`config.mk`:
```
export PLATFORM = sky130hd
export DESIGN_NAME = tacp_fifo
export DESIGN_NICKNAME = d
export VERILOG_FILES = /design/src/sv/tacp_pkg.sv /design/src/sv/tacp_fifo.sv
export SDC_FILE = /design/constraint.sdc
export NUM_CORES = 1
export LEC_CHECK = 0
export ABC_CLOCK_PERIOD_IN_PS = 15000
export BUFFER_PORTS_ARGS = -buffer_cell sky130_fd_sc_hd__buf_4
export CELL_PAD_IN_SITES_DETAIL_PLACEMENT = 2
export CELL_PAD_IN_SITES_GLOBAL_PLACEMENT = 2
export CORE_AREA = 8 8 213 133
export CTS_BUF_LIST = sky130_fd_sc_hd__clkbuf_8
export DETAILED_ROUTE_END_ITERATION = 10
export DIE_AREA = 0 0 221 141
export PLACE_DENSITY = 0.83
export SYNTH_ARGS = -nofsm -noshare
export SYNTH_HDL_FRONTEND = slang
export SYNTH_SLANG_ARGS = --single-unit
```
`constraint.sdc`:
```
create_clock -name clk_i -period 15 [get_ports clk_i]
set_input_delay 1.5 -clock clk_i [delete_from_list [all_inputs] [get_ports clk_i]]
set_output_delay 1.5 -clock clk_i [all_outputs]
set_load 0.05 [all_outputs]
```
`src/sv/tacp_pkg.sv`:
```
package tacp_pkg;

  // Run limits and saturation bounds
  localparam logic [15:0] MAX_SAMPLES = 16'hFFFF;
  localparam logic [63:0] S64_MAX = 64'h7FFF_FFFF_FFFF_FFFF;
  localparam logic [63:0] S64_MIN = 64'h8000_0000_0000_0000;
  localparam logic [47:0] S48_MAX = 48'h7FFF_FFFF_FFFF;
  localparam logic [47:0] S48_MIN = 48'h8000_0000_0000;
  localparam logic [31:0] S32_MAX = 32'h7FFF_FFFF;
  localparam logic [31:0] S32_MIN = 32'h8000_0000;

  // Queue between front and back, depth is a power of two
  localparam int QDEPTH = 2;
  localparam int QPTR_W = $clog2(QDEPTH);

  // Divider: one quotient bit per cycle
  localparam int DIV_STEPS = 64;
  localparam int DIV_CNT_W = $clog2(DIV_STEPS);

  // One classified sample word
  typedef struct packed {
    logic [31:0] x;
    logic [31:0] y;
    logic [32:0] s;      // previous y + y
    logic [32:0] d;      // x - previous x
    logic [7:0]  status;
    logic        first;
    logic        last;
  } item_t;

  typedef struct packed {
    logic  empty;
    item_t head;
  } q_out_t;

  typedef struct packed {
    logic        start;
    logic [63:0] num_mag;
    logic [47:0] den_mag;
  } div_req_t;

  typedef struct packed {
    logic        busy;
    logic [63:0] quo;
  } div_rsp_t;

  typedef enum logic [1:0] {
    BK_IDLE,
    BK_XY,
    BK_WSUM,
    BK_DIV
  } back_state_e;

endpackage

```
`src/sv/tacp_fifo.sv`:
```
module tacp_fifo (
  input  logic                clk_i,
  input  logic                rst_ni,
  input  logic                push_i,
  input  tacp_pkg::item_t     item_i,
  input  logic                pop_i,
  output logic                full_o,
  output tacp_pkg::q_out_t    q_o
);

  tacp_pkg::item_t                mem_q [tacp_pkg::QDEPTH];
  logic [tacp_pkg::QPTR_W-1:0]    wr_ptr_q, rd_ptr_q;
  logic [tacp_pkg::QPTR_W:0]      cnt_q;

  assign full_o     = (cnt_q == (tacp_pkg::QPTR_W+1)'(tacp_pkg::QDEPTH));
  assign q_o.empty  = (cnt_q == '0);
  assign q_o.head   = mem_q[rd_ptr_q];

  always_ff @(posedge clk_i) begin
    if (push_i) begin
      mem_q[wr_ptr_q] <= item_i;
    end
  end

  always_ff @(posedge clk_i or negedge rst_ni) begin
    if (!rst_ni) begin
      wr_ptr_q <= '0;
      rd_ptr_q <= '0;
      cnt_q    <= '0;
    end else begin
      if (push_i) begin
        wr_ptr_q <= wr_ptr_q + 1'b1;
      end
      if (pop_i) begin
        rd_ptr_q <= rd_ptr_q + 1'b1;
      end
      if (push_i && !pop_i) begin
        cnt_q <= cnt_q + 1'b1;
      end else if (pop_i && !push_i) begin
        cnt_q <= cnt_q - 1'b1;
      end
    end
  end

endmodule

```
==> results.yml <==
logic_synthesis:
  share_of_the_yosys_chip_area_belonging_to_registers_pct: 79.80
  synth_fp_nets: 597
  netlist.top_cell.by_area: "sky130_fd_sc_hd__edfxtp_1"
  share_of_synthesized_cell_area_in_and_or_nand_and_nor_gates_pct: 0.2464
  post_synth_inst_count: 452
  post_synth_adder_cell_area_pct: 0.1174
  syn-mean-instance-area_um2: 23.59
  ys_types: 14
  synth.cell_area_um2: 10660
  synth_compound_area_share_pct: 0
  synth_top_family_by_area: "multiplexers"
  muxShareOfSynthArea_pct: 17.96
  synth_register_bits: 284
  post_synthesis_share_of_cell_area_spent_on_xor_and_xnor_gates_pct: 0.4107
  synth_top_cells_by_area: "sky130_fd_sc_hd__edfxtp_1, sky130_fd_sc_hd__mux2_4, sky130_fd_sc_hd__mux2_2, sky130_fd_sc_hd__buf_6, sky130_fd_sc_hd__dfrtp_1"
  ys.warnings.count: 0
  synth_top_area_share_pct: 78.86
clocking:
  post_cts_buffers: 0
  cts_hold_buf: 0
  ctsHtreeMaxLevel: 2
  cts_resized: 0
  tritoncts.num_buffers: 43
  cts_root_buf: "sky130_fd_sc_hd__clkbuf_8"
  cts.sinks: 284
  cts.reportedPaths.clkPinSlew_ns: 0.06
  max-clock-path-buffers: 3
  cts_tree: "done"
  insertion_delay_ns: 0.55
die:
  die-height_um: 141
  initial_core_utilization_pct: 42.55
  design.core.area_um2: 25060
  fp.dieW_um: 221
  io-pin-count: 286
  die_area_um2: 31160
  core.rowCount: 45
timing:
  setup_repair_after_global_routing_missed_its_margin: "false"
  slew-limit-headroom_pct: 26.61
  final_min_period_over_clock_period_pct: 34.97
  postLayoutSetupSlackWorst_ns: 9.754
  min_tclk_post_route_ns: 5.246
  final_max_slew_viol_count: 0
  setup-tns-final_ns: 0
  max_freq_ghz: 0.1906
  timing.final.setup_violations: 0
  timing.final.hold_violations: 0
  tightest_slew_ns: 1.101
  fin_worst_skew_ns: 0.01063
  hold-worst-slack_ns: 0.5184
finish:
  design.final.nets: 917
  post_route_utilization_pct: 55.29
  syn_to_final_growth_pct: 29.94
  fill_cell_count: 2110
  final_layout_size_suffix_gt1_share_pct: 60.42
  design_area_um2: 13850
  layout.cells.non_filler: 1130
  antenna_cells_inserted: 0
min_path:
  timing.hold.worst_endpoint: "cnt_q[1]"
  whs_path_depth: 1
  hp-class: "reg -> reg"
  min_from: "cnt_q[1]"
routing:
  detail_route.wl_per_cell_um: 27.25
  drc_markers: 0
  route.final.wire_length_um: 30790
  routed_via_density: 4.886
  drtIter0Drc: 260
  route.antenna.remaining_nets: 0
  detailedRoute.firstPassIterationCount: 5
  vias: 5521
global_route:
  initial_antenna_violation_count: 0
  grt_pass1_vias: 6485
  gr-total-overflow: 0
  global_route.usage.total_pct: 19.26
  pin_count_of_the_biggest_net_entering_global_routing: 62
  wire_length_of_the_first_global_routing_pass_um: 44550
critical_path:
  worst_ep_arrival_time_ns: 3.75
  worstSetupStartpointType: "flop"
  critical_path.reg2reg.endpoint: "mem_q[0][48]"
  crit_path_end_kind: "output pin"
  criticalPathCategory: "reg -> out"
  required_time_of_the_critical_path_ns: 13.50
  slowest_delay_ns: 0.93
  worst_path_max_delay_cell: "sky130_fd_sc_hd__buf_4"
  crit_chain: "buf_4, buf_4, mux2_2, buf_4"
  timing.critical_path.fanout_max: 61
  logic_depth_of_the_worst_register_to_register_path: 2
  timing.rr.start: "wr_ptr_q"
  timing.reg2reg.setup_slack_ns: 12.52
  crit_path_frequent_cell: "sky130_fd_sc_hd__buf_4"
placed_design:
  gp_routability_congestion: 0.7609
  place_ws_ns: 10.27
  place_inst: 1056
  io_buffers: 285
  place_hpwl_um: 21660
  postPlaceCellArea_um2: 13120
run_status:
  status: "finished, final reports clean"
pwr:
  cellLeakagePower_nw: 5.494
  total_power_mw: 3.093
  max-vdd-ir-drop_uv: 125.1
  power-per-cell-area_nw_per_um2: 223.3
run:
  maxCapViolCount: 0
[area by class of cell]
cell class	instances	area [µm²]	area share, %
Sequential cell	284	8512	61.44
Inverter	1	3.754	0.02710
Timing Repair Buffer	291	2185	15.77
Clock inverter	29	115.1	0.8309
Tap cell	329	411.6	2.971
Multi-Input combinational cell	151	2007	14.49
Clock buffer	45	619.3	4.471
[synthesized netlist by cell type]
library cell and number:
sky130_fd_sc_hd__edfxtp_1 280, sky130_fd_sc_hd__xor2_1 4, sky130_fd_sc_hd__dfrtp_1 4, sky130_fd_sc_hd__buf_8 1, sky130_fd_sc_hd__buf_6 10, sky130_fd_sc_hd__and2_1 1
sky130_fd_sc_hd__inv_1 1, sky130_fd_sc_hd__mux2_4 90, sky130_fd_sc_hd__xnor2_1 1, sky130_fd_sc_hd__ha_1 1, sky130_fd_sc_hd__mux2_2 50, sky130_fd_sc_hd__buf_2 5
sky130_fd_sc_hd__nor2b_1 2, sky130_fd_sc_hd__nor2_1 2
[layout by cell type (no fill, tap or decap), types with 2 or more instances in the layout]
master,synthesis,final
sky130_fd_sc_hd__xor2_1,4,4
sky130_fd_sc_hd__inv_1,1,15
sky130_fd_sc_hd__clkinv_1,0,10
sky130_fd_sc_hd__buf_4,0,291
sky130_fd_sc_hd__mux2_4,90,90
sky130_fd_sc_hd__edfxtp_1,280,280
sky130_fd_sc_hd__clkbuf_8,0,45
sky130_fd_sc_hd__clkinv_2,0,5
sky130_fd_sc_hd__nor2_1,2,2
sky130_fd_sc_hd__dfrtp_1,4,3
sky130_fd_sc_hd__mux2_2,50,50
[sequential cells by signal, indices dropped and copies added, names as in the netlist]
name,count
rd_ptr_q,1
mem_q,280
wr_ptr_q,1
cnt_q,2
[critical path: cells and delay by family (launching register included)]
family                 cells  cell delay (ns)
buffers and inverters      3             1.93
multiplexers               1             0.41
flip-flops                 1             0.78
[cell families after synthesis]
group	Yosys count
xor gates and xnor gates	5
DFF	284
buffers and inverters	17
and+or+nand+nor	5
muxes	140
adders and majority gates	1
[power by group]
part / total (mW) / switching [mW] / internal, mW
sequential: 1.13 / 0.0702 / 1.06
clock: 0.568 / 0.292 / 0.276
combinational: 1.40 / 0.921 / 0.477
total: 3.09 / 1.28 / 1.81
[per-layer routing]
metal  GRT usage (%)  part of all wire (%)  vias to the layer above
met1           21.52                    39                     2835
li1                -                     -                     2434
met5               0                     0                        -
met3           7.332                   7.5                       37
met2           34.39                    52                      215
met4           5.108                   1.6                        0
[how the worst max path moves through the flow]
| stage | startpoint | to | slack, ns | depth (start not counted) |
|---|---|---|---|---|
| after floorplan | push_i | mem_q[0][0] | 6.78 | 1 |
| after global placement | rd_ptr_q | q_o[119] | 10.37 | 4 |
| after detailed placement | rd_ptr_q | q_o[119] | 10.27 | 4 |
| after CTS | rd_ptr_q | q_o[119] | 9.67 | 4 |
| after global routing | rd_ptr_q | q_o[119] | 9.55 | 4 |
| final | rd_ptr_q | q_o[119] | 9.75 | 4 |
No activity file was read; power rests on OpenSTA's default activity.
