$ cat config.mk
export PLATFORM = sky130hd
export DESIGN_NAME = tacp_back
export DESIGN_NICKNAME = d
export VERILOG_FILES = /design/src/sv/tacp_pkg.sv /design/src/sv/tacp_back.sv
export SDC_FILE = /design/constraint.sdc
export NUM_CORES = 2
export LEC_CHECK = 0
export ABC_AREA = 1
export BUFFER_PORTS_ARGS = -buffer_cell sky130_fd_sc_hd__buf_2
export CAP_MARGIN = 20
export CELL_PAD_IN_SITES_DETAIL_PLACEMENT = 1
export CELL_PAD_IN_SITES_GLOBAL_PLACEMENT = 2
export CORE_AREA = 2 2 463 465
export CTS_CLUSTER_SIZE = 24
export DETAILED_ROUTE_END_ITERATION = 8
export DIE_AREA = 0 0 465 467
export PLACE_DENSITY_LB_ADDON = 0.1
export SYNTH_ARGS = -nofsm -noshare
export SYNTH_HDL_FRONTEND = slang
export SYNTH_SLANG_ARGS = --single-unit
$ cat constraint.sdc
create_clock -name clk_i -period 11.5 [get_ports clk_i]
set_clock_uncertainty 0.2 [all_clocks]
set_input_delay 0.575 -clock clk_i [delete_from_list [all_inputs] [get_ports clk_i]]
set_output_delay 0.575 -clock clk_i [all_outputs]
set_load 0.01 [all_outputs]
$ cat src/sv/tacp_pkg.sv
package tacp_pkg;

  // Run limits and saturation bounds
  localparam logic [15:0] MAX_SAMPLES = 16'hFFFF;
  localparam logic [63:0] S64_MAX = 64'h7FFF_FFFF_FFFF_FFFF;
  localparam logic [63:0] S64_MIN = 64'h8000_0000_0000_0000;
  localparam logic [47:0] S48_MAX = 48'h7FFF_FFFF_FFFF;
  localparam logic [47:0] S48_MIN = 48'h8000_0000_0000;
  localparam logic [31:0] S32_MAX = 32'h7FFF_FFFF;
  localparam logic [31:0] S32_MIN = 32'h8000_0000;

  // Queue between front and back, depth is a power of two
  localparam int QDEPTH = 2;
  localparam int QPTR_W = $clog2(QDEPTH);

  // Divider: one quotient bit per cycle
  localparam int DIV_STEPS = 64;
  localparam int DIV_CNT_W = $clog2(DIV_STEPS);

  // One classified sample word
  typedef struct packed {
    logic [31:0] x;
    logic [31:0] y;
    logic [32:0] s;      // previous y + y
    logic [32:0] d;      // x - previous x
    logic [7:0]  status;
    logic        first;
    logic        last;
  } item_t;

  typedef struct packed {
    logic  empty;
    item_t head;
  } q_out_t;

  typedef struct packed {
    logic        start;
    logic [63:0] num_mag;
    logic [47:0] den_mag;
  } div_req_t;

  typedef struct packed {
    logic        busy;
    logic [63:0] quo;
  } div_rsp_t;

  typedef enum logic [1:0] {
    BK_IDLE,
    BK_XY,
    BK_WSUM,
    BK_DIV
  } back_state_e;

endpackage

$ cat src/sv/tacp_back.sv
module tacp_back (
  input  logic                 clk_i,
  input  logic                 rst_ni,
  input  logic                 centroid_mode_i,
  input  tacp_pkg::q_out_t     q_i,
  output logic                 pop_o,
  output tacp_pkg::div_req_t   div_req_o,
  input  tacp_pkg::div_rsp_t   div_rsp_i,
  output logic                 out_valid_o,
  input  logic                 out_stall_i,
  output logic [63:0]          area_o,
  output logic [31:0]          centroid_o,
  output logic [31:0]          peak_value_o,
  output logic [31:0]          peak_position_o,
  output logic [15:0]          sample_count_o,
  output logic [7:0]           run_status_o
);

  tacp_pkg::back_state_e state_q, state_d;
  tacp_pkg::item_t       cur_q;

  logic signed [65:0] prod_q, prod_d;
  logic signed [32:0] mul_a, mul_b;

  logic [63:0] area_q, wsum_q;
  logic [47:0] isum_q;
  logic [31:0] max_val_q, max_pos_q;
  logic [15:0] count_q;
  logic [7:0]  stat_q;
  logic        neg_q, zero_q;

  logic        mul_xy, acc_en, w_en, div_start, emit;

  logic [65:0] p_rnd;
  logic [63:0] term, area_next, w_next, xy, num_s;
  logic [64:0] area_sum, w_sum;
  logic [48:0] i_sum;
  logic [47:0] i_next, isum_mag;
  logic [31:0] cen;
  logic [63:0] quo;

  // sequencer
  always_ff @(posedge clk_i or negedge rst_ni) begin
    if (!rst_ni) begin
      state_q <= tacp_pkg::BK_IDLE;
    end else begin
      state_q <= state_d;
    end
  end

  always_comb begin
    state_d   = state_q;
    pop_o     = 1'b0;
    mul_xy    = 1'b0;
    acc_en    = 1'b0;
    w_en      = 1'b0;
    div_start = 1'b0;
    emit      = 1'b0;
    unique case (state_q)
      tacp_pkg::BK_IDLE: begin
        if (!q_i.empty) begin
          pop_o   = 1'b1;
          state_d = tacp_pkg::BK_XY;
        end
      end
      tacp_pkg::BK_XY: begin
        mul_xy  = 1'b1;
        acc_en  = 1'b1;
        state_d = tacp_pkg::BK_WSUM;
      end
      tacp_pkg::BK_WSUM: begin
        w_en = 1'b1;
        if (cur_q.last) begin
          div_start = 1'b1;
          state_d   = tacp_pkg::BK_DIV;
        end else if (!q_i.empty) begin
          pop_o   = 1'b1;
          state_d = tacp_pkg::BK_XY;
        end else begin
          state_d = tacp_pkg::BK_IDLE;
        end
      end
      tacp_pkg::BK_DIV: begin
        if (!div_rsp_i.busy && (!out_valid_o || !out_stall_i)) begin
          emit    = 1'b1;
          state_d = tacp_pkg::BK_IDLE;
        end
      end
      default: state_d = tacp_pkg::BK_IDLE;
    endcase
  end

  // shared multiplier: trapezoid product on pop, x*y in the following cycle
  always_comb begin
    if (mul_xy) begin
      mul_a = $signed({cur_q.x[31], cur_q.x});
      mul_b = $signed({cur_q.y[31], cur_q.y});
    end else begin
      mul_a = $signed(q_i.head.s);
      mul_b = $signed(q_i.head.d);
    end
    prod_d = mul_a * mul_b;
  end

  // accumulate with saturation
  always_comb begin
    p_rnd     = prod_q + {65'd0, prod_q[65]};   // halve toward zero
    term      = p_rnd[64:1];
    area_sum  = {area_q[63], area_q} + {term[63], term};
    area_next = (area_sum[64] != area_sum[63]) ?
                (area_sum[64] ? tacp_pkg::S64_MIN : tacp_pkg::S64_MAX) : area_sum[63:0];
    xy        = prod_q[63:0];
    w_sum     = {wsum_q[63], wsum_q} + {xy[63], xy};
    w_next    = (w_sum[64] != w_sum[63]) ?
                (w_sum[64] ? tacp_pkg::S64_MIN : tacp_pkg::S64_MAX) : w_sum[63:0];
    i_sum     = {isum_q[47], isum_q} + {{17{cur_q.y[31]}}, cur_q.y};
    i_next    = (i_sum[48] != i_sum[47]) ?
                (i_sum[48] ? tacp_pkg::S48_MIN : tacp_pkg::S48_MAX) : i_sum[47:0];
  end

  // divider operands
  always_comb begin
    isum_mag = isum_q[47] ? (48'd0 - isum_q) : isum_q;
    if (!centroid_mode_i) begin
      num_s             = w_next;
      div_req_o.den_mag = isum_mag;
    end else begin
      num_s             = {{16{isum_q[47]}}, isum_q};
      div_req_o.den_mag = {32'd0, count_q};
    end
    div_req_o.num_mag = num_s[63] ? (64'd0 - num_s) : num_s;
    div_req_o.start   = div_start;
  end

  // quotient sign and clamp to 32 bits
  always_comb begin
    quo = div_rsp_i.quo;
    if (zero_q) begin
      cen = '0;
    end else if (neg_q) begin
      cen = ((quo[63:32] != '0) || (quo[31] && (quo[30:0] != '0))) ?
            tacp_pkg::S32_MIN : (32'd0 - quo[31:0]);
    end else begin
      cen = (quo[63:31] != '0) ? tacp_pkg::S32_MAX : quo[31:0];
    end
  end

  always_ff @(posedge clk_i) begin
    if (pop_o) begin
      cur_q <= q_i.head;
    end
    if (pop_o || mul_xy) begin
      prod_q <= prod_d;
    end
    if (div_start) begin
      neg_q  <= centroid_mode_i ? isum_q[47] : (w_next[63] != isum_q[47]);
      zero_q <= !centroid_mode_i && (isum_q == '0);
    end
    if (emit) begin
      area_o          <= area_q;
      centroid_o      <= cen;
      peak_value_o    <= max_val_q;
      peak_position_o <= max_pos_q;
      sample_count_o  <= count_q;
      run_status_o    <= stat_q;
    end
  end

  always_ff @(posedge clk_i or negedge rst_ni) begin
    if (!rst_ni) begin
      area_q      <= '0;
      wsum_q      <= '0;
      isum_q      <= '0;
      max_val_q   <= '0;
      max_pos_q   <= '0;
      count_q     <= '0;
      stat_q      <= '0;
      out_valid_o <= 1'b0;
    end else begin
      if (emit) begin
        out_valid_o <= 1'b1;
      end else if (!out_stall_i) begin
        out_valid_o <= 1'b0;
      end
      if (emit) begin
        area_q    <= '0;
        wsum_q    <= '0;
        isum_q    <= '0;
        max_val_q <= '0;
        max_pos_q <= '0;
        count_q   <= '0;
        stat_q    <= '0;
      end else begin
        if (acc_en) begin
          if (!cur_q.first) begin
            area_q <= area_next;
          end
          if (cur_q.first || ($signed(cur_q.y) > $signed(max_val_q))) begin
            max_val_q <= cur_q.y;
            max_pos_q <= cur_q.x;
          end
          isum_q <= i_next;
          if (count_q != tacp_pkg::MAX_SAMPLES) begin
            count_q <= count_q + 1'b1;
          end
          stat_q <= stat_q | cur_q.status;
        end
        if (w_en) begin
          wsum_q <= w_next;
        end
      end
    end
  end

endmodule

==> out/metrics.yaml <==
outcome:
  status: "completed"
critical_path:
  crit_slowest_cell: "fa_1"
  critPathMaxStageDelay_ns: 0.95
  crit_fanout: 61
  path_class: "flip-flop to flip-flop"
  startpoint_type: "flip-flop"
  cpMostUsedCell: "fa_1"
  required_ns: 11.73
  crit_arrival_ns: 10.81
  end_kind: "flip-flop"
  reg2reg_slack_ns: 0.92
sta:
  grt_setup_unrepaired: "false"
  fin_crit_ns: 10.58
  hold_viol: 0
  setup-violations-final: 0
  relSlewSlack_pct: 30.7
  fin_crit_sh_pct: 92.0
  setup_tns_ns: 0
  slew_violations: 0
  tightest_slew_ns: 1.04
  max_freq_mhz: 94.5
floorplanning:
  fp.dieH_um: 467
  core_area_um2: 212000
  io_pins: 509
  die_x_um: 465
  die-area_um2: 217000
  rows: 169
  start_util_pct: 37.9
finish:
  final_common_cell: "nand2_1"
  layout-drive-gt1-share_pct: 9.69
  final_area_um2: 89600
  final_cell_mix: "nand2_1 (2146), inv_1 (1875), fa_1 (1148)"
  instances_no_fill: 13500
  area_growth_pct: 11.6
  nets: 12400
  num-fill-cells: 25800
placement:
  placed_area_um2: 86100
  place.gp.congestion: 0.968
  portBuffers: 508
  hpwl_um: 290000
  post-place-cells: 13300
global_routing:
  grt.total_usage_pct: 31.9
  grt_max_degree: 118
  overflow: 0
  antenna_found_initial: 21
  grt_pass1_wl_um: 513000
  grt_pass1_vias: 76800
route:
  vias: 71400
  first_pass_iters: 6
  viasPerCell: 5.30
  detail_route.wirelength_um: 348000
  wl_per_cell_um: 25.8
  ant_nets: 0
  drtIter0Drc: 5028
  drcViolationCount: 0
clocking:
  cts.clk_slew.worst_paths_ns: 0.06
  root_buffer: "clkbuf_16"
  cts-htree-levels: 3
  cts_tree: "done"
  cts_buffer_depth: 3
  clk_latency_ns: 0.74
  post_cts_resized: 0
  cts.sinks: 593
  numCtsBuffers: 77
logic_synthesis:
  yosysTopAreaCellShare_pct: 28.6
  synthTopCellsByArea: "fa_1 (29%), edfxtp_1 (12%), nand2_1 (10%), inv_1 (8.8%), dfrtp_1 (8.3%)"
  synth_nets: 11900
  synth.distinct_cells: 68
  synth_warnings: 0
  synth_seq_cells: 593
  ys_seq_area_share_pct: 20.5
  synth_flop_cell: "edfxtp_1"
  ys_async_sr_fraction_pct: 45.0
  synth_edf_count: 326
  syn-instance-count: 10100
  avgSynthCellArea_um2: 7.94
  synth_top_cell_by_area: "fa_1"
  synth_area_um2: 80200
run:
  cap_violations: 0
worst_hold_path:
  min_path_type: "input port to flip-flop"
-- cell families (layout without fill, tap and decap cells) --
kind of cell | Yosys count | count (layout) | synth area share (%)
xor gates and xnor gates | 331 | 331 | 3.62
and+or+nand+nor | 4137 | 4137 | 21.5
buffers and inverters | 2245 | 2791 | 10.7
DFF | 593 | 593 | 20.5
adders and majority gates | 1578 | 1578 | 35.4
other | 0 | 9 | 0
AOI/OAI and AO/OA | 1221 | 1221 | 8.31
-- path summary, 6_finish.rpt --
kind / endpoint / cells after the start / startpoint
worst max register to register: prod_q[63] / 30 / state_q[0]
min in group asynchronous: area_q[45] / 2 / rst_ni
worst min-delay path: centroid_o[7] / 3 / div_rsp_i[7]
worst max-delay path: prod_q[63] / 30 / state_q[0]
max in group asynchronous: max_pos_q[20] / 4 / rst_ni
worst min register to register: peak_value_o[3] / 0 / max_val_q[3]
-- final cells by class --
type	count	area [um^2]	area share [%]
Tap cell	2821	3530	3.94
Sequential cell	593	16500	18.4
Clock buffer	92	2040	2.28
Antenna cell	9	22.5	0.0251
Timing Repair Buffer	713	4360	4.87
Clock inverter	51	622	0.694
Multi-Input combinational cell	7267	55200	61.7
Inverter	1935	7270	8.12
-- per-stage QoR --
stage / hold WS, ns / setup slack [ns] / utilization (%)
floorplan: 0.0794 / 2.69 / -
global placement: 0.224 / 1.10 / 40.7
detailed placement: 0.225 / 0.949 / 40.7
CTS: 0.0179 / 0.866 / 42.3
global route: 0.0649 / 0.430 / 42.3
finish: 0.0716 / 0.921 / 42.3
-- layer usage --
metal	vias up	part of all wire (%)	GRT usage, %
li1	32300	-	-
met5	-	0.029	0
met4	14	4.6	12.8
met2	2098	46	52.1
met1	36500	44	43.1
met3	473	5.1	3.71
-- synth_stat cells, types with 7 or more instances --
master    count
o21a_1       17
a31oi_1      66
nand2_1    2153
a21boi_0     14
nor4_1       55
nand3_1     394
buf_1        21
o211ai_1     15
buf_4         8
xor2_1      196
or2_2        17
nor3_1       86
o22ai_1      41
nand4_1      71
fa_1       1148
nor2_2       66
edfxtp_1    326
nand3_2       9
o31ai_1       7
o21ai_1      15
nor2_4       10
inv_2        25
nand2_4       9
nor2_1     1144
ha_1        430
o221ai_1      8
nand3b_1     20
clkbuf_1    248
dfrtp_1     267
inv_1      1880
o21ai_0     483
a21oi_1     468
xnor2_1     134
a21o_1       18
buf_2        20
clkinv_1     30
o21bai_1     29
nand2_2      85
-- sequential cells by signal (all words and copies together) (netlist names), 32 cells and up --
register / flops
cur_q: 74
prod_q: 66
area_o: 64
area_q: 64
wsum_q: 64
isum_q: 48
centroid_o: 32
max_pos_q: 32
max_val_q: 32
peak_position_o: 32
peak_value_o: 32
-- timing repair --
action	CTS	global route
endpoints found under the hold margin	148	0
hold buffers	76	0
buffers inserted	0	0
-- critical path: cells and delay by family, from the launching register on --
kind / cells / cell delay (ns)
adder cells (fa/ha/maj): 9 / 5.10
buffers and inverters: 11 / 2.53
AO/OA/AOI/OAI: 5 / 1.03
AND/OR/NAND/NOR: 4 / 0.80
flip-flops: 1 / 0.44
XOR/XNOR: 1 / 0.08
Power is not shown: default switching activity piles up to over one toggle a cycle in this logic, so the estimate is an artifact.
