==> src/sv/tacp_pkg.sv <==
package tacp_pkg;

  // Run limits and saturation bounds
  localparam logic [15:0] MAX_SAMPLES = 16'hFFFF;
  localparam logic [63:0] S64_MAX = 64'h7FFF_FFFF_FFFF_FFFF;
  localparam logic [63:0] S64_MIN = 64'h8000_0000_0000_0000;
  localparam logic [47:0] S48_MAX = 48'h7FFF_FFFF_FFFF;
  localparam logic [47:0] S48_MIN = 48'h8000_0000_0000;
  localparam logic [31:0] S32_MAX = 32'h7FFF_FFFF;
  localparam logic [31:0] S32_MIN = 32'h8000_0000;

  // Queue between front and back, depth is a power of two
  localparam int QDEPTH = 2;
  localparam int QPTR_W = $clog2(QDEPTH);

  // Divider: one quotient bit per cycle
  localparam int DIV_STEPS = 64;
  localparam int DIV_CNT_W = $clog2(DIV_STEPS);

  // One classified sample word
  typedef struct packed {
    logic [31:0] x;
    logic [31:0] y;
    logic [32:0] s;      // previous y + y
    logic [32:0] d;      // x - previous x
    logic [7:0]  status;
    logic        first;
    logic        last;
  } item_t;

  typedef struct packed {
    logic  empty;
    item_t head;
  } q_out_t;

  typedef struct packed {
    logic        start;
    logic [63:0] num_mag;
    logic [47:0] den_mag;
  } div_req_t;

  typedef struct packed {
    logic        busy;
    logic [63:0] quo;
  } div_rsp_t;

  typedef enum logic [1:0] {
    BK_IDLE,
    BK_XY,
    BK_WSUM,
    BK_DIV
  } back_state_e;

endpackage

==> src/sv/tacp_div.sv <==
module tacp_div (
  input  logic                 clk_i,
  input  logic                 rst_ni,
  input  tacp_pkg::div_req_t   req_i,
  output tacp_pkg::div_rsp_t   rsp_o
);

  logic                            busy_q;
  logic [tacp_pkg::DIV_CNT_W-1:0]  cnt_q;
  logic [47:0]                     rem_q, den_q;
  logic [63:0]                     quo_q;
  logic [48:0]                     shifted;
  logic [49:0]                     diff;
  logic                            fits;

  // restoring step: shift one dividend bit into the remainder
  always_comb begin
    shifted = {rem_q, quo_q[63]};
    diff    = {1'b0, shifted} - {2'b00, den_q};
    fits    = !diff[49];
  end

  assign rsp_o.busy = busy_q;
  assign rsp_o.quo  = quo_q;

  always_ff @(posedge clk_i) begin
    if (req_i.start) begin
      rem_q <= '0;
      quo_q <= req_i.num_mag;
      den_q <= req_i.den_mag;
    end else if (busy_q) begin
      rem_q <= fits ? diff[47:0] : shifted[47:0];
      quo_q <= {quo_q[62:0], fits};
    end
  end

  always_ff @(posedge clk_i or negedge rst_ni) begin
    if (!rst_ni) begin
      busy_q <= 1'b0;
      cnt_q  <= '0;
    end else if (req_i.start) begin
      busy_q <= 1'b1;
      cnt_q  <= tacp_pkg::DIV_CNT_W'(tacp_pkg::DIV_STEPS - 1);
    end else if (busy_q) begin
      if (cnt_q == '0) begin
        busy_q <= 1'b0;
      end else begin
        cnt_q <= cnt_q - 1'b1;
      end
    end
  end

endmodule

==> config.mk <==
export PLATFORM = sky130hd
export DESIGN_NAME = tacp_div
export DESIGN_NICKNAME = d
export VERILOG_FILES = /design/src/sv/tacp_pkg.sv /design/src/sv/tacp_div.sv
export SDC_FILE = /design/constraint.sdc
export NUM_CORES = 1
export LEC_CHECK = 0
export ABC_AREA = 1
export BUFFER_PORTS_ARGS = -buffer_cell sky130_fd_sc_hd__buf_2
export CAP_MARGIN = 25
export CORE_ASPECT_RATIO = 1.25
export CORE_MARGIN = 3
export CORE_UTILIZATION = 55
export CTS_BUF_LIST = sky130_fd_sc_hd__clkbuf_8
export CTS_CLUSTER_SIZE = 40
export DETAILED_ROUTE_END_ITERATION = 12
export MAX_ROUTING_LAYER = met4
export PLACE_DENSITY = 0.76
export SETUP_SLACK_MARGIN = 0.15
export SLEW_MARGIN = 10
export SYNTH_ARGS = -nofsm -noshare
export SYNTH_HDL_FRONTEND = slang
export SYNTH_SLANG_ARGS = --single-unit
==> constraint.sdc <==
create_clock -name clk_i -period 4.55 [get_ports clk_i]
set_clock_uncertainty 0.15 [all_clocks]
set_input_delay 1.365 -clock clk_i [delete_from_list [all_inputs] [get_ports clk_i]]
set_output_delay 1.365 -clock clk_i [all_outputs]
set_load 0.05 [all_outputs]
==> summary.md, run 1 <==
| Metric | Value |
|---|---|
| F_max | `344 MHz` |
| Sw Ratio | `44.3%` |
| Post-Syn Instances | `1653` |
| Crit Path Class | `flip-flop to flip-flop` |
| TritonCTS clock tree | `done` |
| Netlist cell types | `37` |
| Comb power frac | `43.8%` |
| Global Route Usage Sum | `29.5%` |
| Worst-skew pair later-pin latency | `0.47 ns` |
| FP Rows | `57` |
| Post-route ant nets | `0` |
| # port buffers | `179` |
| WL per Instance | `15.0 um` |
| Final slew viol count | `0` |
| Hold path cells | `2` |
| Sinks on Clock Net | `167` |
| CP startpoint kind | `flip-flop` |
| First-pass GRT wire length | `49800 um` |
| Final setup viols | `0` |
| Number of max-cap violations | `0` |
| Num CTS Buffers | `17` |
| Leakage power | `7.12 nW` |
| Synth Net Count | `1819` |
| Starting Density | `56.9%` |
| Warnings from Yosys | `0` |
| IO Pins | `180` |
| Synth async-reset ratio | `4.19%` |
| Crit-path leading delay family | `simple AND/OR/NAND/NOR gates` |
| Sequential share of power | `36.2%` |
| DP Wirelength | `24400 um` |
| Non-Filler Instances | `2099` |
| Synth cell count leaders | `nand2_1 (710), inv_1 (310), nand3_1 (126), edfxtp_1 (112), nor2_1 (91)` |
| Iter 0 DRT Violations | `732` |
| #FFs+latches synth | `167` |
| HP Class | `flip-flop to flip-flop` |
| Core footprint | `19700 sq um` |
| Fill count | `1833` |
| Avg Cell Area, Syn | `6.77 sq um` |
| Pwr Total | `5.44 mW` |
| P_int | `3.03 mW` |
| Top cells by area, synth | `edfxtp_1 (30%), nand2_1 (24%), inv_1 (10%)` |
| DRC errors left | `0` |
| Worst path max stage delay | `0.50 ns` |
| Post-cts sizing count | `0` |
| Post-Route WL | `31400 um` |
| Arr. time, crit path | `3.12 ns` |
| Final min period | `2.91 ns` |
| Cell taking the most area after synthesis | `edfxtp_1` |
| Crit. path cell count | `12` |
| Die area | `22100 sq um` |
| Fin nets | `1987` |
| H-tree depth | `4` |
| Final Cycle Share | `64.0%` |
| Setup bufs post-CTS | `0` |
| Cell count after placement | `2067` |
| Critical Path RT | `4.76 ns` |
| Clk slew on worst S/H paths | `0.11 ns` |
| Post-synth top area share | `30.0%` |
| Clock Tree Root | `clkbuf_8` |
| Dominant synthesized flop cell | `edfxtp_1` |
| Count of final hold-check violations | `0` |
| First-pass DRT Iterations | `5` |
| Vias in the first global route | `9943` |
| Bufs on Longest Clock Path | `2` |
| Vias/cell | `5.02` |
| Switching pwr | `2.41 mW` |
| RSZ-0062 raised after global routing | `false` |
| Final WS setup | `1.64 ns` |
| Die height | `166 um` |
| Run status | `finished clean` |
| Largest net degree at the start of global routing | `53` |
| Worst reg2reg path depth | `12` |
| Place WS | `1.49 ns` |
| Most frequent cell after synthesis | `nand2_1` |
| Power Density | `428 nW/um^2` |
| Via Count | `10.5k` |
| ANT cells | `0` |
| Synth Cell Area | `11200 sq um` |
| Finished Core Util | `64.6%` |
| Synthesis-to-layout area growth | `13.5%` |
| EDFF count, synth | `112` |
| Layout cells sized above 1 | `12.9%` |
| CTS Hold Bufs | `0` |
| Total gr overflow | `0` |
| Worst path slowest cell | `nand2_4` |
| Worst setup EP type | `flip-flop` |
| Critical-path cell list | `inv_1 -> ha_1 -> nand2_1 -> nor2_2 -> nand2_1 -> nor3_4 -> and2_2 -> nand2_4 -> nand2_4 -> nand3_1 -> nand2_1 -> nand2_1` |
| Setup TNS | `0 ns` |
| Crit-path most repeated cell | `nand2_1` |
| Clock Power Share | `20.0%` |
| Die W | `134 um` |
| Part of the Yosys area used for sequential elements | `40.2%` |
| RD Place Congestion | `1.01` |
| CP max FO | `48` |
| VDD IR max | `0.229 mV` |
| Slew @ Worst Pin | `0.752 ns` |
| Initial antenna violation count | `0` |
| Buf+Inv Stages, Crit Path | `1` |
| Slew headroom | `49.8%` |
-- stage by stage --
step,cell area [sq um],hold slack [ns]
2_1_floorplan,11200,0.292
3_3_place_gp,12300,0.306
3_5_place_dp,12300,0.311
4_1_cts,12700,0.327
5_1_grt,12700,0.341
6_report,12700,0.328
-- tightest hold or removal path, cell delays in order, from the launching register on --
cell and delay (ns):
dfxtp_1 0.34, nand2_1 0.06, nand2_1 0.04
-- power groups by stage --
stage / sequential, mW / combinational (mW) / clock [mW]
floorplan: 2.16 / 1.62 / 0
global placement: 2.00 / 2.33 / 0
detailed placement: 2.00 / 2.37 / 0
CTS: 1.97 / 2.38 / 1.11
global route: 1.99 / 2.69 / 1.18
finish: 1.97 / 2.38 / 1.09
-- per-layer routing --
| metal | GRT usage (%) | vias to the layer above | wire, um |
|---|---|---|---|
| met5 | - | - | 0 |
| met3 | 4.85 | 49 | 2120 |
| met2 | 49.1 | 394 | 14900 |
| met4 | 10.7 | 0 | 1000 |
| met1 | 36.7 | 4688 | 13400 |
| li1 | - | 5407 | - |
-- final timing paths --
kind	startpoint	end	slack, ns
min in group asynchronous	rst_ni	cnt_q[2]$_DFFE_PN0P_	0.56
setup reg to reg	den_q[33]$_DFFE_PP_	rem_q[35]$_SDFFE_PP0P_	1.64
setup / recovery	den_q[33]$_DFFE_PP_	rem_q[35]$_SDFFE_PP0P_	1.64
hold reg to reg	rem_q[29]$_SDFFE_PP0P_	rem_q[29]$_SDFFE_PP0P_	0.33
max in group asynchronous	rst_ni	busy_q$_DFF_PN0_	3.53
hold / removal	rem_q[29]$_SDFFE_PP0P_	rem_q[29]$_SDFFE_PP0P_	0.33
-- registers in the layout, indices dropped and copies added, names as in the netlist --
| signal | count |
|---|---|
| den_q | 48 |
| busy_q | 1 |
| rem_q | 48 |
| cnt_q | 6 |
| quo_q | 64 |
-- logic make-up (layout without fill, tap and decap cells) --
logic type	after synthesis	count (layout)	share of synthesized area (%)
flops	167	167	40.2
fa+ha+maj	51	51	5.77
xor+xnor	23	23	1.80
compound gates	70	70	3.45
buf+inv	352	533	12.3
simple gates	990	990	36.5
-- cells in the final DEF (no fill, tap or decap), types with 25 or more instances in the layout --
cell type and count:
nand2_1 710, inv_1 310, buf_2 178, nand3_1 126, edfxtp_1 112, nor2_1 89
ha_1 50, dfxtp_1 48, a21oi_1 33, nand3b_1 27, o21ai_0 25
-- area by class of cell --
| type | instances | area, sq um | area share [%] |
|---|---|---|---|
| Multi-Input combinational cell | 1134 | 5330 | 41.9 |
| Sequential cell | 167 | 4500 | 35.4 |
| Inverter | 313 | 1170 | 9.24 |
| Timing Repair Buffer | 188 | 978 | 7.70 |
| Tap cell | 265 | 332 | 2.61 |
| Clock buffer | 17 | 234 | 1.84 |
| Clock inverter | 15 | 163 | 1.28 |
Note: power is estimated with default switching activity, not from simulation.
==> inputs of run 2 (changes only) <==
--- a/config.mk
+++ b/config.mk
@@ -5,7 +5,7 @@
 export SDC_FILE = /design/constraint.sdc
 export NUM_CORES = 1
 export LEC_CHECK = 0
-export ABC_AREA = 1
+export ABC_AREA = 0
 export BUFFER_PORTS_ARGS = -buffer_cell sky130_fd_sc_hd__buf_2
 export CAP_MARGIN = 25
 export CORE_ASPECT_RATIO = 1.25
@@ -15,7 +15,7 @@
 export CTS_CLUSTER_SIZE = 40
 export DETAILED_ROUTE_END_ITERATION = 12
 export MAX_ROUTING_LAYER = met4
-export PLACE_DENSITY = 0.76
+export PLACE_DENSITY = 0.77
 export SETUP_SLACK_MARGIN = 0.15
 export SLEW_MARGIN = 10
 export SYNTH_ARGS = -nofsm -noshare
==> constraint.sdc (replaced) <==
create_clock -name clk_i -period 2.7 [get_ports clk_i]
set_clock_uncertainty 0.15 [all_clocks]
set_input_delay 0.81 -clock clk_i [delete_from_list [all_inputs] [get_ports clk_i]]
set_output_delay 0.81 -clock clk_i [all_outputs]
set_load 0.05 [all_outputs]
==> summary.md, run 2 <==
| Metric | Value |
|---|---|
| Run status | `finished with violations` |
| Violated checks | `negative setup slack` |
| Post-Route WL | `25600 um (-18%)` |
| Register area | `4500 sq um (about the same)` |
| Largest net degree at the start of global routing | `65 (+23%)` |
| Synth Cell Area | `9750 sq um (-13%)` |
| Worst-skew pair later-pin latency | `0.48 ns (about the same)` |
| Via Count | `8486 (-19%)` |
| Most common cell after layout, fill and taps aside | `buf_2` |
| Vias/cell | `5.61 (+12%)` |
| CP max FO | `3 (-94%)` |
| Comb power frac | `53.2% (+9.4 points)` |
| DP Wirelength | `18300 um (-25%)` |
| IO Pins | `180 (unchanged)` |
| First-pass DRT Iterations | `5 (unchanged)` |
| CP startpoint kind | `flip-flop` |
| Critical Path RT | `2.93 ns (-1.83 ns)` |
| Place WS | `-0.473 ns (-1.96 ns)` |
| ANT cells | `0 (unchanged)` |
| EDFF count, synth | `112 (unchanged)` |
| Clock Tree Root | `clkbuf_8` |
| Die area | `19400 sq um (-12%)` |
| #FFs+latches synth | `167 (unchanged)` |
| Worst hold slack | `0.349 ns (+0.0208 ns)` |
| Synth cell count leaders | `edfxtp_1 (112), nor2_1 (108), a21oi_1 (80), inv_1 (66), mux2_2 (66)` |
| RSZ-0062 raised after global routing | `true` |
| Die W | `125 um (-6.4%)` |
| Part of the Yosys area used for sequential elements | `46.2% (+6.0 points)` |
| Sequential share of power | `30.6% (-5.6 points)` |
| Layout cells sized above 1 | `43.5% (+31 points)` |
| Number of max-cap violations | `0 (unchanged)` |
| Arr. time, crit path | `3.27 ns (+0.15 ns)` |
| Post-Syn Instances | `950 (-43%)` |
| Final setup viols | `49 (+49)` |
| Starting Density | `57.0% (+0.098 points)` |
| Iter 0 DRT Violations | `497 (-32%)` |
| Biggest regs | `quo_q: 64 flops, den_q: 48 flops, rem_q: 48 flops` |
| Most flop-heavy register | `quo_q` |
| TritonCTS clock tree | `done` |
| Warnings from Yosys | `0 (unchanged)` |
| Clock Power Share | `16.3% (-3.7 points)` |
| Final WS setup | `-0.341 ns (-1.98 ns)` |
| Post-route ant nets | `0 (unchanged)` |
| Leakage power | `5.93 nW (-17%)` |
| Final min period | `3.04 ns (+0.131 ns)` |
| Crit Path Class | `flip-flop to flip-flop` |
| First-pass GRT wire length | `40800 um (-18%)` |
| Worst path max stage delay | `0.39 ns (-0.11 ns)` |
| Fill count | `1139 (-38%)` |
| Slew headroom | `55.6% (+5.8 points)` |
| FP Rows | `53 (-7.0%)` |
| Final Cycle Share | `113% (+49 points)` |
| Bufs on Longest Clock Path | `2 (unchanged)` |
| # port buffers | `179 (unchanged)` |
| Top cells by area, synth | `edfxtp_1 (35%), dfxtp_1 (9.9%), mux2_2 (7.6%)` |
| Post-synthesis simple-gate area fraction | `11.5% (-25 points)` |
| WL per Instance | `17.0 um (+13%)` |
| Main combinational cell family by area after synthesis | `compound AO/OA/AOI/OAI gates` |
| Worst setup EP type | `flip-flop` |
| Sw Ratio | `39.7% (-4.6 points)` |
| Clk slew on worst S/H paths | `0.11 ns (about the same)` |
| Dominant synthesized flop cell | `edfxtp_1` |
| Synth async-reset ratio | `4.19% (unchanged)` |
| Adder-Cell Fraction of Synth Area | `6.62% (+0.86 points)` |
| Most frequent cells in the layout | `buf_2 (178), buf_4 (162), edfxtp_1 (112)` |
| Max FFs per register | `64 (unchanged)` |
| VDD IR max | `0.444 mV (+94%)` |
| Footprint of the multi-input gates | `5230 sq um (-1.9%)` |
| Synth Net Count | `1116 (-39%)` |
| DRC errors left | `0 (unchanged)` |
| HP Class | `input port to flip-flop` |
| Power Density | `843 nW/um^2 (+97%)` |
| Total gr overflow | `0 (unchanged)` |
| Num CTS Buffers | `17 (unchanged)` |
| XOR/XNOR Fraction of Synth Area | `4.13% (+2.3 points)` |
| Final slew viol count | `0 (unchanged)` |
| Post-synth top area share | `34.5% (+4.5 points)` |
| Slew @ Worst Pin | `0.666 ns (-0.0854 ns)` |
| Core footprint | `17100 sq um (-13%)` |
| Synthesis-to-layout area growth | `35.2%` |
| Initial antenna violation count | `0 (unchanged)` |
| F_max | `329 MHz (-4.3%)` |
| Fin nets | `1445 (-27%)` |
| Netlist cell types | `68 (+84%)` |
| RD Place Congestion | `0.912 (-9.8%)` |
| Post-synthesis compound-gate area fraction | `17.6% (+14 points)` |
| P_int | `6.70 mW (+120%)` |
| Multiplexer share of the synthesized area | `8.96% (+9.0 points)` |
| Die height | `155 um (-6.4%)` |
| Avg Cell Area, Syn | `10.3 sq um (+51%)` |
| Most frequent cell after synthesis | `edfxtp_1` |
| Critical-path cell list | `inv_2 -> ha_4 -> fa_2 -> nand2b_4 -> a21oi_4 -> o21ai_4 -> o311a_4 -> o22ai_2 -> a221o_1 -> o21ai_2 -> o2bb2ai_2 -> xnor2_1 -> a221o_1` |
| H-tree depth | `4 (unchanged)` |
| Worst path slowest cell | `edfxtp_1` |
| Global Route Usage Sum | `26.2% (-3.3 points)` |
| Cell taking the most area after synthesis | `edfxtp_1` |
| Crit-path most repeated cell | `a221o_1` |
| Count of final hold-check violations | `0 (unchanged)` |
| Switching pwr | `4.41 mW (+83%)` |
| Sinks on Clock Net | `167 (unchanged)` |
| Vias in the first global route | `8745 (-12%)` |
==> run 2: cell count changes in the layout (fill, tap and decap cells not counted), moves of 23 or more <==
cell / change
nand2_1: -667
inv_1: -246
buf_4: +153
nand3_1: -119
mux2_2: +64
a211oi_1: +35
a21oi_1: +27
nand3b_1: -23
==> run 2: final timing paths <==
kind,start,slack (ns),to,depth (start not counted)
setup reg to reg,quo_q[63]$_DFFE_PP_,-0.34,rem_q[44]$_SDFFE_PP0P_,13
hold reg to reg,rem_q[38]$_SDFFE_PP0P_,0.37,rem_q[38]$_SDFFE_PP0P_,2
max in group asynchronous,rst_ni,1.68,busy_q$_DFF_PN0_,2
setup / recovery,quo_q[63]$_DFFE_PP_,-0.34,rem_q[44]$_SDFFE_PP0P_,13
hold / removal,req_i[7],0.35,den_q[7]$_DFFE_PP_,1
min in group asynchronous,rst_ni,0.54,cnt_q[5]$_DFFE_PN0P_,2
==> run 2: critical path: cells and delay by family, from the launching register on <==
kind                       cells  cell delay [ns]
DFF                            1             0.39
AOI/OAI and AO/OA              8             1.53
and+or+nand+nor                1             0.16
buffers and inverters          1             0.06
xor gates and xnor gates       1             0.12
adders and majority gates      2             0.53
==> run 2: kinds of logic after synthesis <==
kind of cell	count (synthesis)
AOI/OAI and AO/OA	249
xor gates and xnor gates	46
adders and majority gates	51
buffers and inverters	120
DFF	167
muxes	79
and+or+nand+nor	238
==> run 2: power groups by stage <==
stage	Combinational [mW]	Sequential (mW)	Clock (mW)
global placement	4.90	3.41	0
CTS	5.25	3.38	1.84
floorplan	2.83	3.77	0
detailed placement	4.99	3.42	0
finish	5.91	3.39	1.81
global route	6.36	3.44	1.93
==> run 2: what timing repair did <==
item / CTS / global route
gates cloned: 1 / 4
resized for setup: 35 / 68
setup endpoints to repair: 49 / 49
pin swaps: 19 / 32
hold buffers: 1 / 0
setup buffers: 7 / 7
hold endpoints to repair: 7 / 0
==> run 2: cell type report <==
cell class,instances,area share (%)
Clock buffer,17,1.78
Multi-Input combinational cell,663,39.7
Inverter,66,1.88
Sequential cell,167,34.1
Clock inverter,15,1.16
Timing Repair Buffer,364,19.3
Tap cell,220,2.09
==> run 2: per-stage QoR <==
stage               cells  utilization [%]  setup TNS [ns]  power, mW  cell area, sq um
global placement     1460             70.7          -10.59       8.31             12100
finish               1512             77.0          -13.01       11.1             13200
global route         1512             77.0          -19.39       11.7             13200
CTS                  1501             74.5          -12.67       10.5             12700
detailed placement   1460             70.7          -13.83       8.41             12100
floorplan             950                -          -13.23       6.60              9850
==> run 2: metal layers <==
layer | GRT usage (%) | vias to the layer above | part of all wire, %
li1 | - | 4113 | -
met1 | 31.4 | 4059 | 41
met2 | 45.1 | 269 | 52
met3 | 4.46 | 45 | 5.0
met4 | 8.94 | 0 | 2.3
met5 | - | - | 0
==> inputs of run 3 (changes only) <==
--- a/config.mk
+++ b/config.mk
@@ -16,7 +16,6 @@
 export DETAILED_ROUTE_END_ITERATION = 12
 export MAX_ROUTING_LAYER = met4
 export PLACE_DENSITY = 0.77
-export SETUP_SLACK_MARGIN = 0.15
 export SLEW_MARGIN = 10
 export SYNTH_ARGS = -nofsm -noshare
 export SYNTH_HDL_FRONTEND = slang
==> summary.md, run 3 (same netlist as run 2, synthesis figures left out) <==
| Metric | Value |
|---|---|
| Run status | `finished with violations` |
| Violated checks | `design-rule violations, negative setup slack` |
| Vias in the first global route | `8715 (-0.34%)` |
| DP Wirelength | `18700 um (+2.1%)` |
| Worst path slowest cell | `nor4_1` |
| Biggest regs | `quo_q: 64 flops, den_q: 48 flops, rem_q: 48 flops` |
| Power Density | `833 nW/um^2 (-1.2%)` |
| Max FFs per register | `64 (unchanged)` |
| TritonCTS clock tree | `done` |
| Largest net degree at the start of global routing | `65 (unchanged)` |
| WL per Instance | `17.2 um (+1.5%)` |
| Fill count | `1163 (+2.1%)` |
| CP startpoint kind | `flip-flop` |
| First-pass DRT Iterations | `9 (+4)` |
| VDD IR max | `0.449 mV (+0.99%)` |
| Final min period | `3.14 ns (+0.101 ns)` |
| Arr. time, crit path | `3.38 ns (+0.11 ns)` |
| RD Place Congestion | `0.919 (+0.83%)` |
| Global Route Usage Sum | `26.7% (+0.45 points)` |
| R2r setup slk | `-0.44 ns (-0.10 ns)` |
| FP Rows | `53 (unchanged)` |
| Post-route ant nets | `0 (unchanged)` |
| Crit-path most repeated cell | `buf_4` |
| Switching pwr | `4.27 mW (-3.2%)` |
| Non-Filler Instances | `1511 (-0.066%)` |
| Cell count after placement | `1458 (-0.14%)` |
| Worst path max stage delay | `0.54 ns (+0.15 ns)` |
| Most frequent cells in the layout | `buf_2 (178), buf_4 (166), edfxtp_1 (112)` |
| Die W | `125 um (unchanged)` |
| # port buffers | `179 (unchanged)` |
| Crit Path Class | `flip-flop to flip-flop` |
| Iter 0 DRT Violations | `540 (+8.7%)` |
| Critical Path RT | `2.94 ns (about the same)` |
| HP Class | `input port to flip-flop` |
| Slew @ Worst Pin | `0.581 ns (-0.0855 ns)` |
| Final Cycle Share | `116% (+3.7 points)` |
| Crit-path leading delay family | `simple AND/OR/NAND/NOR gates` |
| CP max FO | `6 (+3)` |
| Vias/cell | `5.62 (+0.21%)` |
| Comb power frac | `51.5% (-1.7 points)` |
| Leakage power | `5.87 nW (-0.99%)` |
| Clock Power Share | `17.3% (+1.0 points)` |
| IO Pins | `180 (unchanged)` |
| Worst setup EP type | `flip-flop` |
| Sequential share of power | `31.2% (+0.6 points)` |
| Clock Tree Root | `clkbuf_8` |
| Initial antenna violation count | `0 (unchanged)` |
| Die area | `19400 sq um (unchanged)` |
| Critical-path cell list | `inv_1 -> ha_4 -> buf_4 -> nand4_1 -> nor4_1 -> nand2_1 -> o21ai_0 -> a31oi_1 -> buf_4 -> o21ai_2 -> nand3_1 -> nand2b_1 -> mux2_2 -> a311oi_1` |
| DRC errors left | `1 (+1)` |
| Placed inst area | `12100 sq um (-0.33%)` |
| Final setup viols | `49 (unchanged)` |
| Core footprint | `17100 sq um (unchanged)` |
| Sw Ratio | `39.2% (-0.52 points)` |
| Slew headroom | `60.9% (+5.3 points)` |
| Post-Route WL | `26000 um (+1.5%)` |
| Final slew viol count | `0 (unchanged)` |
| Die height | `155 um (unchanged)` |
| P_int | `6.63 mW (-1.0%)` |
| Total gr overflow | `0 (unchanged)` |
| ANT cells | `0 (unchanged)` |
| Sinks on Clock Net | `167 (unchanged)` |
| F_max | `318 MHz (-3.2%)` |
| Bufs on Longest Clock Path | `2 (unchanged)` |
| Clk slew on worst S/H paths | `0.11 ns (about the same)` |
| Count of final hold-check violations | `0 (unchanged)` |
| First-pass GRT wire length | `40900 um (+0.20%)` |
| Starting Density | `57.0% (unchanged)` |
| Final WS setup | `-0.442 ns (-0.101 ns)` |
| Via Count | `8498 (+0.14%)` |
| Layout cells sized above 1 | `42.2% (-1.3 points)` |
| Worst-skew pair later-pin latency | `0.48 ns (about the same)` |
| H-tree depth | `4 (unchanged)` |
| Synthesis-to-layout area growth | `34.3%` |
| Worst hold slack | `0.347 ns (-0.00192 ns)` |
| RSZ-0062 raised after global routing | `true` |
| Most common cell after layout, fill and taps aside | `buf_2` |
| Fin nets | `1444 (-0.069%)` |
| Design Area, Final | `13100 sq um (-0.67%)` |
| Number of max-cap violations | `0 (unchanged)` |
| Buf+Inv Stages, Crit Path | `3 (+2)` |
| Num CTS Buffers | `17 (unchanged)` |
| Most flop-heavy register | `quo_q` |
run 3: cell count changes in the layout (fill, tap and decap cells not counted), moves of 7 or more:
| cell | previous run | this run |
|---|---|---|
| nor2_1 | 90 | 105 |
| nor2_2 | 16 | 3 |
| a21oi_1 | 60 | 71 |
| a21oi_2 | 19 | 8 |
| ha_1 | 47 | 38 |
| ha_4 | 3 | 10 |
run 3: final cells by class:
class | instances | area [sq um] | area share [%]
Tap cell | 220 | 275 | 2.10
Timing Repair inverter | 1 | 8.76 | 0.0669
Clock buffer | 18 | 248 | 1.89
Multi-Input combinational cell | 663 | 5180 | 39.6
Sequential cell | 167 | 4500 | 34.4
Timing Repair Buffer | 362 | 2450 | 18.7
Clock inverter | 14 | 163 | 1.24
Inverter | 66 | 260 | 1.99
run 3: worst register-to-register path, cell delays in order (launching register included):
cell	delay (ns)
edfxtp_1	0.36
inv_1	0.07
ha_4	0.31
buf_4	0.12
nand4_1	0.15
nor4_1	0.54
nand2_1	0.11
o21ai_0	0.12
a31oi_1	0.08
buf_4	0.18
o21ai_2	0.13
nand3_1	0.08
nand2b_1	0.08
mux2_2	0.33
a311oi_1	0.24
run 3: timing repair:
item                                    in CTS  in global routing
endpoints found under the setup margin      49                 49
gates cloned                                 1                  2
pin swaps                                   27                 24
buffers inserted                            10                  7
hold buffers                                 1                  0
endpoints found under the hold margin        7                  0
gates resized for setup                     38                 48
run 3: worst paths after layout:
| kind | start | endpoint | depth (start not counted) |
|---|---|---|---|
| min in group asynchronous | rst_ni | cnt_q[2]$_DFFE_PN0P_ | 2 |
| worst min register to register | rem_q[34]$_SDFFE_PP0P_ | rem_q[34]$_SDFFE_PP0P_ | 2 |
| worst max register to register | den_q[21]$_DFFE_PP_ | rem_q[46]$_SDFFE_PP0P_ | 14 |
| worst max-delay path | den_q[21]$_DFFE_PP_ | rem_q[46]$_SDFFE_PP0P_ | 14 |
| max in group asynchronous | rst_ni | busy_q$_DFF_PN0_ | 2 |
| worst min-delay path | req_i[28] | den_q[28]$_DFFE_PP_ | 1 |
run 3: through the flow:
stage               setup TNS [ns]  setup WS [ns]  util [%]  power (mW)
detailed placement          -12.29         -0.455      70.5        8.32
finish                      -17.29         -0.442      76.5        10.9
global placement             -8.87         -0.287      70.5        8.22
floorplan                   -13.24         -0.491         -        6.60
CTS                         -10.24         -0.316      74.4        10.4
global route                -22.99         -0.600      76.5        11.5
run 3: power groups by stage:
stage	registers, mW	logic [mW]	clock network, mW
6_report	3.40	5.61	1.89
5_1_grt	3.45	6.04	2.03
4_1_cts	3.38	5.14	1.91
3_5_place_dp	3.43	4.89	0
3_3_place_gp	3.42	4.80	0
2_1_floorplan	3.77	2.83	0
run 3: metal layers:
metal  vias to the layer above  global-route usage (%)  wire, um  part of all wire [%]
met4                         0                    9.19       524                   2.0
met1                      4049                    30.7     10400                    40
met5                         -                       -         0                     0
met2                       295                    47.2     13700                    53
met3                        49                    4.56      1390                   5.3
li1                       4105                       -         -                     -
